===== src/design/bdkr_pkg.sv =====
// Shared types and codes for the button debounce and key repeat block.
package bdkr_pkg;

   localparam int BTN_W      = 5;
   localparam int CMD_W      = 2;
   localparam int DEB_W      = 8;
   localparam int RPT_W      = 16;
   localparam int CSR_DATA_W = 32;
   localparam int CSR_ADDR_W = 4;
   localparam int CSR_IDX_W  = 2;

   // Command codes
   localparam logic [CMD_W-1:0] CMD_TICK   = 2'd0;
   localparam logic [CMD_W-1:0] CMD_SAMPLE = 2'd1;
   localparam logic [CMD_W-1:0] CMD_REPEAT = 2'd2;
   localparam logic [CMD_W-1:0] CMD_UNUSED = 2'd3;

   // Repeat phase codes
   localparam logic [1:0] PH_IDLE     = 2'd0;
   localparam logic [1:0] PH_DELAY    = 2'd1;
   localparam logic [1:0] PH_INTERVAL = 2'd2;
   localparam logic [1:0] PH_DONE     = 2'd3;

   // Register indexes
   localparam logic [CSR_IDX_W-1:0] REG_DEBOUNCE = 2'd0;
   localparam logic [CSR_IDX_W-1:0] REG_DELAY    = 2'd1;
   localparam logic [CSR_IDX_W-1:0] REG_INTERVAL = 2'd2;

   // Reset values of the registers
   localparam logic [DEB_W-1:0] DEBOUNCE_RST = 8'd20;
   localparam logic [RPT_W-1:0] DELAY_RST    = 16'd500;
   localparam logic [RPT_W-1:0] INTERVAL_RST = 16'd100;

   typedef struct packed {
      logic [DEB_W-1:0] debounce_ms;
      logic [RPT_W-1:0] repeat_delay_ms;
      logic [RPT_W-1:0] repeat_interval_ms;
   } cfg_type;

   typedef struct packed {
      logic [BTN_W-1:0] stable_buttons;
      logic [BTN_W-1:0] repeat_buttons;
   } result_type;

endpackage


===== src/design/bdkr_engine.sv =====
// Debounce lockout and auto-repeat state with its one-step update.
module bdkr_engine (
   input  logic                        clock,
   input  logic                        reset,
   input  logic                        fire,
   input  logic [bdkr_pkg::CMD_W-1:0]  cmd,
   input  logic [bdkr_pkg::BTN_W-1:0]  raw_buttons,
   input  bdkr_pkg::cfg_type           cfg,
   output bdkr_pkg::result_type        result
);
   import bdkr_pkg::*;

   logic [BTN_W-1:0] held_ff, held_in;
   logic             lock_active_ff, lock_active_in;
   logic [DEB_W-1:0] lock_count_ff, lock_count_in;
   logic [1:0]       phase_ff, phase_in;
   logic [RPT_W-1:0] count_ff, count_in;

   logic             change;
   logic [BTN_W-1:0] now_buttons;
   logic [1:0]       tick_phase;
   logic [RPT_W-1:0] tick_count;

   // Sample: take the raw vector only outside a lockout
   assign change      = !lock_active_ff && (raw_buttons != held_ff);
   assign now_buttons = change ? raw_buttons : held_ff;

   always_comb begin
      // tick: reload a pending counter, then count down
      tick_phase = phase_ff;
      tick_count = count_ff;
      if (phase_ff == PH_INTERVAL) begin
         tick_phase = PH_IDLE;
         tick_count = cfg.repeat_interval_ms;
      end else if (phase_ff == PH_DELAY) begin
         tick_phase = PH_IDLE;
         tick_count = cfg.repeat_delay_ms;
      end
      if (tick_count != '0) begin
         tick_count = tick_count - 1'b1;
         if (tick_count == '0) begin
            tick_phase = PH_DONE;
         end
      end
   end

   always_comb begin
      held_in        = held_ff;
      lock_active_in = lock_active_ff;
      lock_count_in  = lock_count_ff;
      phase_in       = phase_ff;
      count_in       = count_ff;
      result.stable_buttons = now_buttons;
      result.repeat_buttons = '0;
      if (fire) begin
         case (cmd)
            CMD_TICK: begin
               if (lock_active_ff) begin
                  if (lock_count_ff != '0) begin
                     lock_count_in = lock_count_ff - 1'b1;
                  end else begin
                     lock_active_in = 1'b0;
                     lock_count_in  = cfg.debounce_ms;
                  end
               end
               phase_in = tick_phase;
               count_in = tick_count;
            end
            CMD_SAMPLE, CMD_REPEAT: begin
               if (change) begin
                  lock_active_in = 1'b1;
                  held_in        = raw_buttons;
               end
               if (cmd == CMD_REPEAT && now_buttons != '0) begin
                  if (held_ff == '0) begin
                     phase_in = PH_DELAY;
                     result.repeat_buttons = now_buttons;
                  end else if (phase_ff == PH_DONE) begin
                     phase_in = PH_INTERVAL;
                     result.repeat_buttons = now_buttons;
                  end
               end
            end
            default: begin
            end
         endcase
      end
   end

   always_ff @(posedge clock) begin
      if (reset) begin
         held_ff        <= '0;
         lock_active_ff <= 1'b0;
         lock_count_ff  <= '0;
         phase_ff       <= PH_IDLE;
         count_ff       <= '0;
      end else begin
         held_ff        <= held_in;
         lock_active_ff <= lock_active_in;
         lock_count_ff  <= lock_count_in;
         phase_ff       <= phase_in;
         count_ff       <= count_in;
      end
   end

   a_lock_reload: assert property (@(posedge clock) disable iff (reset)
      (lock_active_ff && !lock_active_in) |=> (lock_count_ff == $past(cfg.debounce_ms)))
      else $error("lockout end did not reload the counter");

   a_done_count_zero: assert property (@(posedge clock) disable iff (reset)
      (phase_ff == PH_DONE) |-> (count_ff == '0))
      else $error("repeat finished with a running counter");

   a_held_only_in_sample: assert property (@(posedge clock) disable iff (reset)
      (held_in != held_ff) |-> (fire && change && (cmd == CMD_SAMPLE || cmd == CMD_REPEAT)))
      else $error("held vector changed outside a sample");

endmodule


===== src/design/button_debounce_key_repeat.sv =====
// Top level: five-button debouncer with auto-repeat, beat handshakes and register port.
// Flow: a sample beat accepted into the input register moves on to the result register
//   once the result register is free, and is presented from there as a result beat.
// Throughput: one beat per cycle; the input register advances whenever the result
//   register is empty or being drained, and tick beats never wait for it.
// Reset (synchronous, active high): clears held vector, lockout, repeat phase and
//   counter, empties both registers and restores the register defaults (20, 500, 100).
module button_debounce_key_repeat (
   input  logic                             clock,
   input  logic                             reset,
   // input channel
   input  logic                             req_valid,
   output logic                             req_ready,
   input  logic [bdkr_pkg::CMD_W-1:0]       req_cmd,
   input  logic [bdkr_pkg::BTN_W-1:0]       req_raw_buttons,
   // result channel
   output logic                             rsp_valid,
   input  logic                             rsp_ready,
   output logic [bdkr_pkg::BTN_W-1:0]       rsp_stable_buttons,
   output logic [bdkr_pkg::BTN_W-1:0]       rsp_repeat_buttons,
   // register port
   input  logic                             csr_psel,
   input  logic                             csr_penable,
   input  logic                             csr_pwrite,
   input  logic [bdkr_pkg::CSR_ADDR_W-1:0]  csr_paddr,
   input  logic [bdkr_pkg::CSR_DATA_W-1:0]  csr_pwdata,
   output logic [bdkr_pkg::CSR_DATA_W-1:0]  csr_prdata,
   output logic                             csr_pready
);
   import bdkr_pkg::*;

   // Configuration registers
   cfg_type cfg_ff, cfg_in;
   logic    csr_write;
   logic [CSR_IDX_W-1:0] csr_idx;

   // Input register
   logic             s1_valid_ff, s1_valid_in;
   logic [CMD_W-1:0] s1_cmd_ff;
   logic [BTN_W-1:0] s1_raw_ff;
   logic             s1_has_rsp;
   logic             s1_fire;

   // Result register
   logic             rsp_valid_ff, rsp_valid_in;
   logic [BTN_W-1:0] rsp_stable_ff;
   logic [BTN_W-1:0] rsp_repeat_ff;
   logic             out_free;

   result_type       eng_result;

   // ---------------------------------------------------------------------------
   // Register port: write on the access phase, read back combinationally
   // ---------------------------------------------------------------------------
   assign csr_pready = 1'b1;
   assign csr_idx    = csr_paddr[CSR_ADDR_W-1:2];
   assign csr_write  = csr_psel && csr_penable && csr_pwrite && csr_pready;

   always_comb begin
      cfg_in = cfg_ff;
      if (csr_write) begin
         case (csr_idx)
            REG_DEBOUNCE: cfg_in.debounce_ms        = csr_pwdata[DEB_W-1:0];
            REG_DELAY:    cfg_in.repeat_delay_ms    = csr_pwdata[RPT_W-1:0];
            REG_INTERVAL: cfg_in.repeat_interval_ms = csr_pwdata[RPT_W-1:0];
            default: begin
            end
         endcase
      end
   end

   always_comb begin
      case (csr_idx)
         REG_DEBOUNCE: csr_prdata = {{(CSR_DATA_W-DEB_W){1'b0}}, cfg_ff.debounce_ms};
         REG_DELAY:    csr_prdata = {{(CSR_DATA_W-RPT_W){1'b0}}, cfg_ff.repeat_delay_ms};
         REG_INTERVAL: csr_prdata = {{(CSR_DATA_W-RPT_W){1'b0}}, cfg_ff.repeat_interval_ms};
         default:      csr_prdata = '0;
      endcase
   end

   // ---------------------------------------------------------------------------
   // Beat flow: hold a sample in the input register until the result register
   // frees up; drop ticks and the unused command straight through.
   // ---------------------------------------------------------------------------
   assign s1_has_rsp = (s1_cmd_ff == CMD_SAMPLE) || (s1_cmd_ff == CMD_REPEAT);
   assign out_free   = !rsp_valid_ff || rsp_ready;
   assign s1_fire    = s1_valid_ff && (!s1_has_rsp || out_free);
   assign req_ready  = !s1_valid_ff || s1_fire;

   always_comb begin
      s1_valid_in = s1_valid_ff;
      if (req_valid && req_ready) begin
         s1_valid_in = 1'b1;
      end else if (s1_fire) begin
         s1_valid_in = 1'b0;
      end
   end

   always_comb begin
      rsp_valid_in = rsp_valid_ff;
      if (s1_fire && s1_has_rsp) begin
         rsp_valid_in = 1'b1;
      end else if (rsp_ready) begin
         rsp_valid_in = 1'b0;
      end
   end

   // Advance the state by one command as the beat leaves the input register
   bdkr_engine u_engine (
      .clock       (clock),
      .reset       (reset),
      .fire        (s1_fire),
      .cmd         (s1_cmd_ff),
      .raw_buttons (s1_raw_ff),
      .cfg         (cfg_ff),
      .result      (eng_result)
   );

   always_ff @(posedge clock) begin
      if (reset) begin
         cfg_ff.debounce_ms        <= DEBOUNCE_RST;
         cfg_ff.repeat_delay_ms    <= DELAY_RST;
         cfg_ff.repeat_interval_ms <= INTERVAL_RST;
         s1_valid_ff               <= 1'b0;
         rsp_valid_ff              <= 1'b0;
      end else begin
         cfg_ff       <= cfg_in;
         s1_valid_ff  <= s1_valid_in;
         rsp_valid_ff <= rsp_valid_in;
      end
   end

   // Payload registers: capture on acceptance or on load, no reset
   always_ff @(posedge clock) begin
      if (req_valid && req_ready) begin
         s1_cmd_ff <= req_cmd;
         s1_raw_ff <= req_raw_buttons;
      end
      if (s1_fire && s1_has_rsp) begin
         rsp_stable_ff <= eng_result.stable_buttons;
         rsp_repeat_ff <= eng_result.repeat_buttons;
      end
   end

   assign rsp_valid          = rsp_valid_ff;
   assign rsp_stable_buttons = rsp_stable_ff;
   assign rsp_repeat_buttons = rsp_repeat_ff;

   a_tick_no_result: assert property (@(posedge clock) disable iff (reset)
      (s1_fire && !s1_has_rsp && rsp_valid_ff && rsp_ready) |=> !rsp_valid_ff)
      else $error("tick beat produced a result");

   a_repeat_is_stable: assert property (@(posedge clock) disable iff (reset)
      (rsp_valid_ff && rsp_repeat_ff != '0) |-> (rsp_repeat_ff == rsp_stable_ff))
      else $error("reported keys differ from debounced vector");

   a_sample_waits: assert property (@(posedge clock) disable iff (reset)
      (s1_valid_ff && s1_has_rsp && rsp_valid_ff && !rsp_ready) |=> s1_valid_ff)
      else $error("sample beat left while result register was full");

endmodule

===== config.mk =====
export PLATFORM = sky130hd
export DESIGN_NAME = button_debounce_key_repeat
export DESIGN_NICKNAME = d
export VERILOG_FILES = /design/src/design/bdkr_pkg.sv /design/src/design/bdkr_engine.sv /design/src/design/button_debounce_key_repeat.sv
export SDC_FILE = /design/constraint.sdc
export NUM_CORES = 1
export LEC_CHECK = 0
export CORE_UTILIZATION = 40
export CTS_BUF_LIST = sky130_fd_sc_hd__clkbuf_16
export DETAILED_ROUTE_END_ITERATION = 7
export DONT_BUFFER_PORTS = 1
export GPL_ROUTABILITY_DRIVEN = 0
export PLACE_DENSITY = 0.64
export SLEW_MARGIN = 20
export SYNTH_ARGS = -nofsm -noshare
export SYNTH_HDL_FRONTEND = slang
export SYNTH_SLANG_ARGS = --single-unit

===== constraint.sdc =====
create_clock -name clock -period 2.9 [get_ports clock]
set_input_delay 0.145 -clock clock [delete_from_list [all_inputs] [get_ports clock]]
set_output_delay 0.145 -clock clock [all_outputs]
set_load 0.02 [all_outputs]

# After elaboration in Yosys (flattened, before gate mapping)
# Index checks and enable logic that the tools add are counted.
[word_totals]
register_bits = 91
in_bits = 50
out_inout_bits = 45
[op_classes]
addsub = 2
eq_ne = 11
n_mux = 24
reduce_logical = 35
[op_table]
columns = ["cell", "count"]
rows = [
  ["$mux 16", 3],
  ["$pmux 16 s3", 1],
  ["$logic_not 16->1", 1],
  ["$reduce_bool 16->1", 1],
  ["$sub 16x1->16 const B", 1],
  ["$mux 5", 3],
  ["$mux 2", 7],
  ["$reduce_and 2->1", 5],
  ["$reduce_and 3->1", 3],
  ["$eq 2x2->1 const B", 4],
  ["$mux 8", 1],
  ["$reduce_bool 8->1", 1],
  ["$sub 8x1->8 const B", 1],
  ["$logic_and 1x1->1", 7],
  ["$mux 1", 7],
  ["$eq 2x1->1 const B", 3],
  ["$reduce_bool 2->1", 3],
  ["$logic_not 5->1", 1],
  ["$ne 5x5->1", 1],
  ["$reduce_bool 5->1", 1],
  ["$logic_not 1->1", 4],
  ["$logic_not 2->1", 2],
  ["$logic_or 1x1->1", 4],
  ["$ne 2x1->1 const B", 2],
  ["5 further kinds", 5],
]

# Depth between registers and ports, before layout
[depth]
ltp_word = 8
mapped_depth = 14

# Cells and area by module
# Synthesis repeated with hierarchy kept, for this count alone.
[hier_totals]
cells_unflattened = 594
hier_area_um2 = 5452.7
[modules_own_cells]
columns = ["module", "n_inst", "cells_each", "area_each_um2"]
rows = [
  ["bdkr_engine", 1, 348, 2755.1],
  ["button_debounce_key_repeat", 1, 246, 2697.6],
]

# Worst setup path before layout
# OpenSTA, ideal clock, no wires.
[synth_path]
path_kind = "reg2reg"
startpoint = "register u_engine.phase_ff[1]"
endpoint = "register u_engine.count_ff[12]"
setup_time_ns = 0.091
arrival_time_ns = 2.828
required_ns = 2.809
slack_ns = -0.019
stages_incl_launch_ff = 13
path_cell_list = "dfxtp_1 > buf_6 > buf_8 > buf_8 > buf_4 > mux2i_1 > mux2_2 > ha_1 > clkbuf_1 > inv_1 > or3_4 > or4_1 > a311oi_1"
[synth_between]
elab_chain_len = 5
elab_cells_between_ends = 7
cone_classes = "add/sub (1); eq/ne (2); mux (3); reduce/logical (1)"
[synth_lines]
columns = ["element", "line_no", "text"]
rows = [
  ["from (decl)", "bdkr_engine.sv:16", "logic [1:0] phase_ff, phase_in;"],
  ["from (signal assigned)", "bdkr_engine.sv:101", "phase_ff <= phase_in;"],
  ["$eq 2x1->1", "bdkr_engine.sv:35", "end else if (phase_ff == PH_DELAY) begin"],
  ["$mux 16", "bdkr_engine.sv:35", ""],
  ["$mux 16 (*)", "bdkr_engine.sv:32", "if (phase_ff == PH_INTERVAL) begin"],
  ["$sub 16x1->16 or $reduce_bool 16->1 (tied branches)", "bdkr_engine.sv:40, bdkr_engine.sv:39", ""],
  ["$mux 16 (*)", "bdkr_engine.sv:39", "if (tick_count != '0) begin"],
  ["to (signal assigned)", "bdkr_engine.sv:102", "count_ff <= count_in;"],
  ["to (decl)", "bdkr_engine.sv:17", "logic [RPT_W-1:0] count_ff, count_in;"],
]
# Every way passes the cells marked *; elsewhere a longest branch is shown, timed or not.
# A chain may end at the register's enable or synchronous reset.

# Worst setup path after layout
# Ends and elaborated chain as after synthesis.

==> impl_results.md <==
* Post-CTS Resized at 0
* First DRT Iteration DRCs at 361
* Initial Util at 41.7%
* Fill cells at 1,188
* First-pass GRT wire length at 21.0 mm
* Die Wd at 115 um
* Slew @ Worst Pin at 1.08 ns
* WL final at 12.9 mm
* Leak Pwr at 2.11 nW
* TritonCTS clock tree: yes
* WS Path Type: reg -> reg
* Status: completed
* Core Area at 12,200 sq um
* Commonest non-fill, non-tap cell in the layout: nand2_1
* Final Hold Viols at 0
* Sequential-to-total area share from yosys stat at 39.1%
* Slew Limit Fails at 0
* Hold Crit Class: in -> reg
* Synthesized instance count at 602
* Final period util at 95.5%
* Syn Area/Cell at 8.45 sq um
* Worst path arrival time at 3.02 ns
* Htree depth at 3
* DP Area at 5240 sq um
* Post-DP HPWL at 8.97 mm
* Clock Tree Buf Depth at 2
* Clk sink count at 91
* Core Rows at 40
* Clock latency on the worst-skew pair at 0.35 ns
* CTS root buf: clkbuf_16
* Port buffer count at 0
* Die Ht at 115 um
* Ant. Diodes at 0
* # IOs at 95
* Clk slew on worst S/H paths at 0.07 ns
* Die area at 13,200 sq um
* Routed Antenna Nets at 0
* CP Capture Type: register
* Post-synth EDFFs at 17
* Vias in the first global route at 4,263
* CP Data Required Time at 3.15 ns
* Wire per inst at 16.3 um
* Post-synth ARST share at 0%
* GRT Util Overall at 20.5%
* Worst setup SP type: register
* Final net count at 680
* Initial antenna violation count at 0
* Ys flop type: dfxtp_1
* Slew HR at 28.0%
* DR pass1 iterations at 5
* GRT overflow at 0
* Share of cells above drive strength 1 at 8.61%
* Area growth syn-to-layout at 15.0%
* Yosys reg bits at 91
* Max VDD drop at 0.000370 V
* Final min period at 2.77 ns
* Vias after detailed routing at 4,383
* Final Instance Area at 5850 sq um
* Most frequent cells in the layout: 116 x nand2_1, 73 x dfxtp_1, 57 x mux2i_1
* Unrepaired setup endpoints after global routing: no
* Total negative slack at 0 ns
* Synthesis Warnings at 0
* Final setup viols at 0
* Largest net degree at the start of global routing at 60
* Routed vias/inst at 5.51
* Netlist Area Pre-Place at 5090 sq um
* Post-synthesis cell type count at 57
* Clk_skew at 0.0115 ns
* DRC Markers at 0
* Max-Cap Viols at 0
* Crit-path max FO at 20
* Highest clock rate at 361 MHz
* CTS buffer count at 9
* Power Density at 561 nW/um^2
* Fin util at 47.9%
per-layer routing:
metal | track usage (%) | vias to the layer above | part of all wire (%)
li1 | - | 2151 | -
met1 | 23.1 | 2090 | 41
met2 | 37.3 | 116 | 51
met3 | 4.16 | 26 | 4.6
met4 | 8.92 | 0 | 2.5
met5 | 0 | - | 0
power by group:
part	switching, W	leakage (nW)	internal, W
logic	0.000328	1.18	0.000245
clock network	0.000502	0.165	0.000841
registers	0.0000396	0.765	0.00133
state kept, by name (all words and copies together) (netlist names):
signal,count
u_engine.lock_active_ff,1
s1_valid_ff,1
u_engine.lock_count_ff,8
u_engine.count_ff,16
u_engine.held_ff,5
rsp_stable_buttons,5
s1_raw_ff,5
s1_cmd_ff,2
rsp_valid,1
u_engine.phase_ff,2
rsp_repeat_buttons,5
cfg_ff,40
what timing repair did:
item / 4_1_cts / 5_1_grt
endpoints found under the hold margin: 77 / 0
hold buffers: 26 / 0
setup buffers: 0 / 0
through the flow:
| step | total power (W) | cells | hold WS (ns) | setup WS (ns) |
|---|---|---|---|---|
| 4_1_cts | 0.00328 | 795 | 0.0249 | 0.131 |
| 2_1_floorplan | 0.00182 | 617 | 0.244 | 0.0659 |
| 5_1_grt | 0.00342 | 795 | 0.0565 | 0.00378 |
| 6_report | 0.00328 | 795 | 0.0333 | 0.132 |
| 3_5_place_dp | 0.00190 | 753 | 0.221 | 0.162 |
| 3_3_place_gp | 0.00190 | 753 | 0.219 | 0.214 |
kinds of logic after synthesis:
| group | Yosys count | synth area share, % |
|---|---|---|
| AO/OA/AOI/OAI | 129 | 15.8 |
| flip-flops | 91 | 39.1 |
| multiplexers | 65 | 13.0 |
| XOR/XNOR | 13 | 2.24 |
| buffers and inverters | 71 | 7.33 |
| other | 2 | 0.148 |
| AND/OR/NAND/NOR | 223 | 20.4 |
| adder cells (fa/ha/maj) | 8 | 1.97 |
layout make-up:
class | count | area (sq um) | share of cell area [%]
Multi-Input combinational cell | 455 | 2790 | 47.7
Sequential cell | 91 | 1990 | 34.1
Timing Repair Buffer | 48 | 455 | 7.78
Clock buffer | 9 | 225 | 3.85
Tap cell | 168 | 210 | 3.59
Clock inverter | 7 | 115 | 1.97
Inverter | 17 | 63.8 | 1.09
cell usage after synthesis, types with 6 or more instances:
master	n	area share, %
a21oi_1	52	5.1
mux2i_1	57	11
nand2_1	116	8.6
dfxtp_1	74	29
nand3_1	19	1.9
o31ai_1	7	1.0
nor3_1	14	1.4
clkbuf_1	28	2.1
mux2_2	8	1.8
a22o_1	9	1.5
buf_4	20	3.0
nor2_1	34	2.5
inv_1	17	1.3
a31oi_1	7	0.86
edfxtp_1	17	10
ha_1	8	2.0
a211oi_1	13	1.9
xnor2_1	9	1.5
o21ai_0	20	2.0
or4_1	6	0.89
worst paths after layout:
check | start | cells after the start | end | slack, ns
hold / removal | rsp_ready | 2 | rsp_valid | 0.03
hold reg to reg | cfg_ff[33] | 2 | cfg_ff[33] | 0.47
setup reg to reg | u_engine.phase_ff[1] | 7 | u_engine.count_ff[12] | 0.13
setup / recovery | u_engine.phase_ff[1] | 7 | u_engine.count_ff[12] | 0.13
worst max-delay path, cell delays in order (launching register included):
cell	delay (ns)
dfxtp_2	0.35
buf_12	0.18
mux2i_1	0.21
mux2i_1	0.11
or4_1	0.65
or3_4	0.44
or4_1	0.42
a311oi_1	0.28
Note: power is estimated with default switching activity, not from simulation.
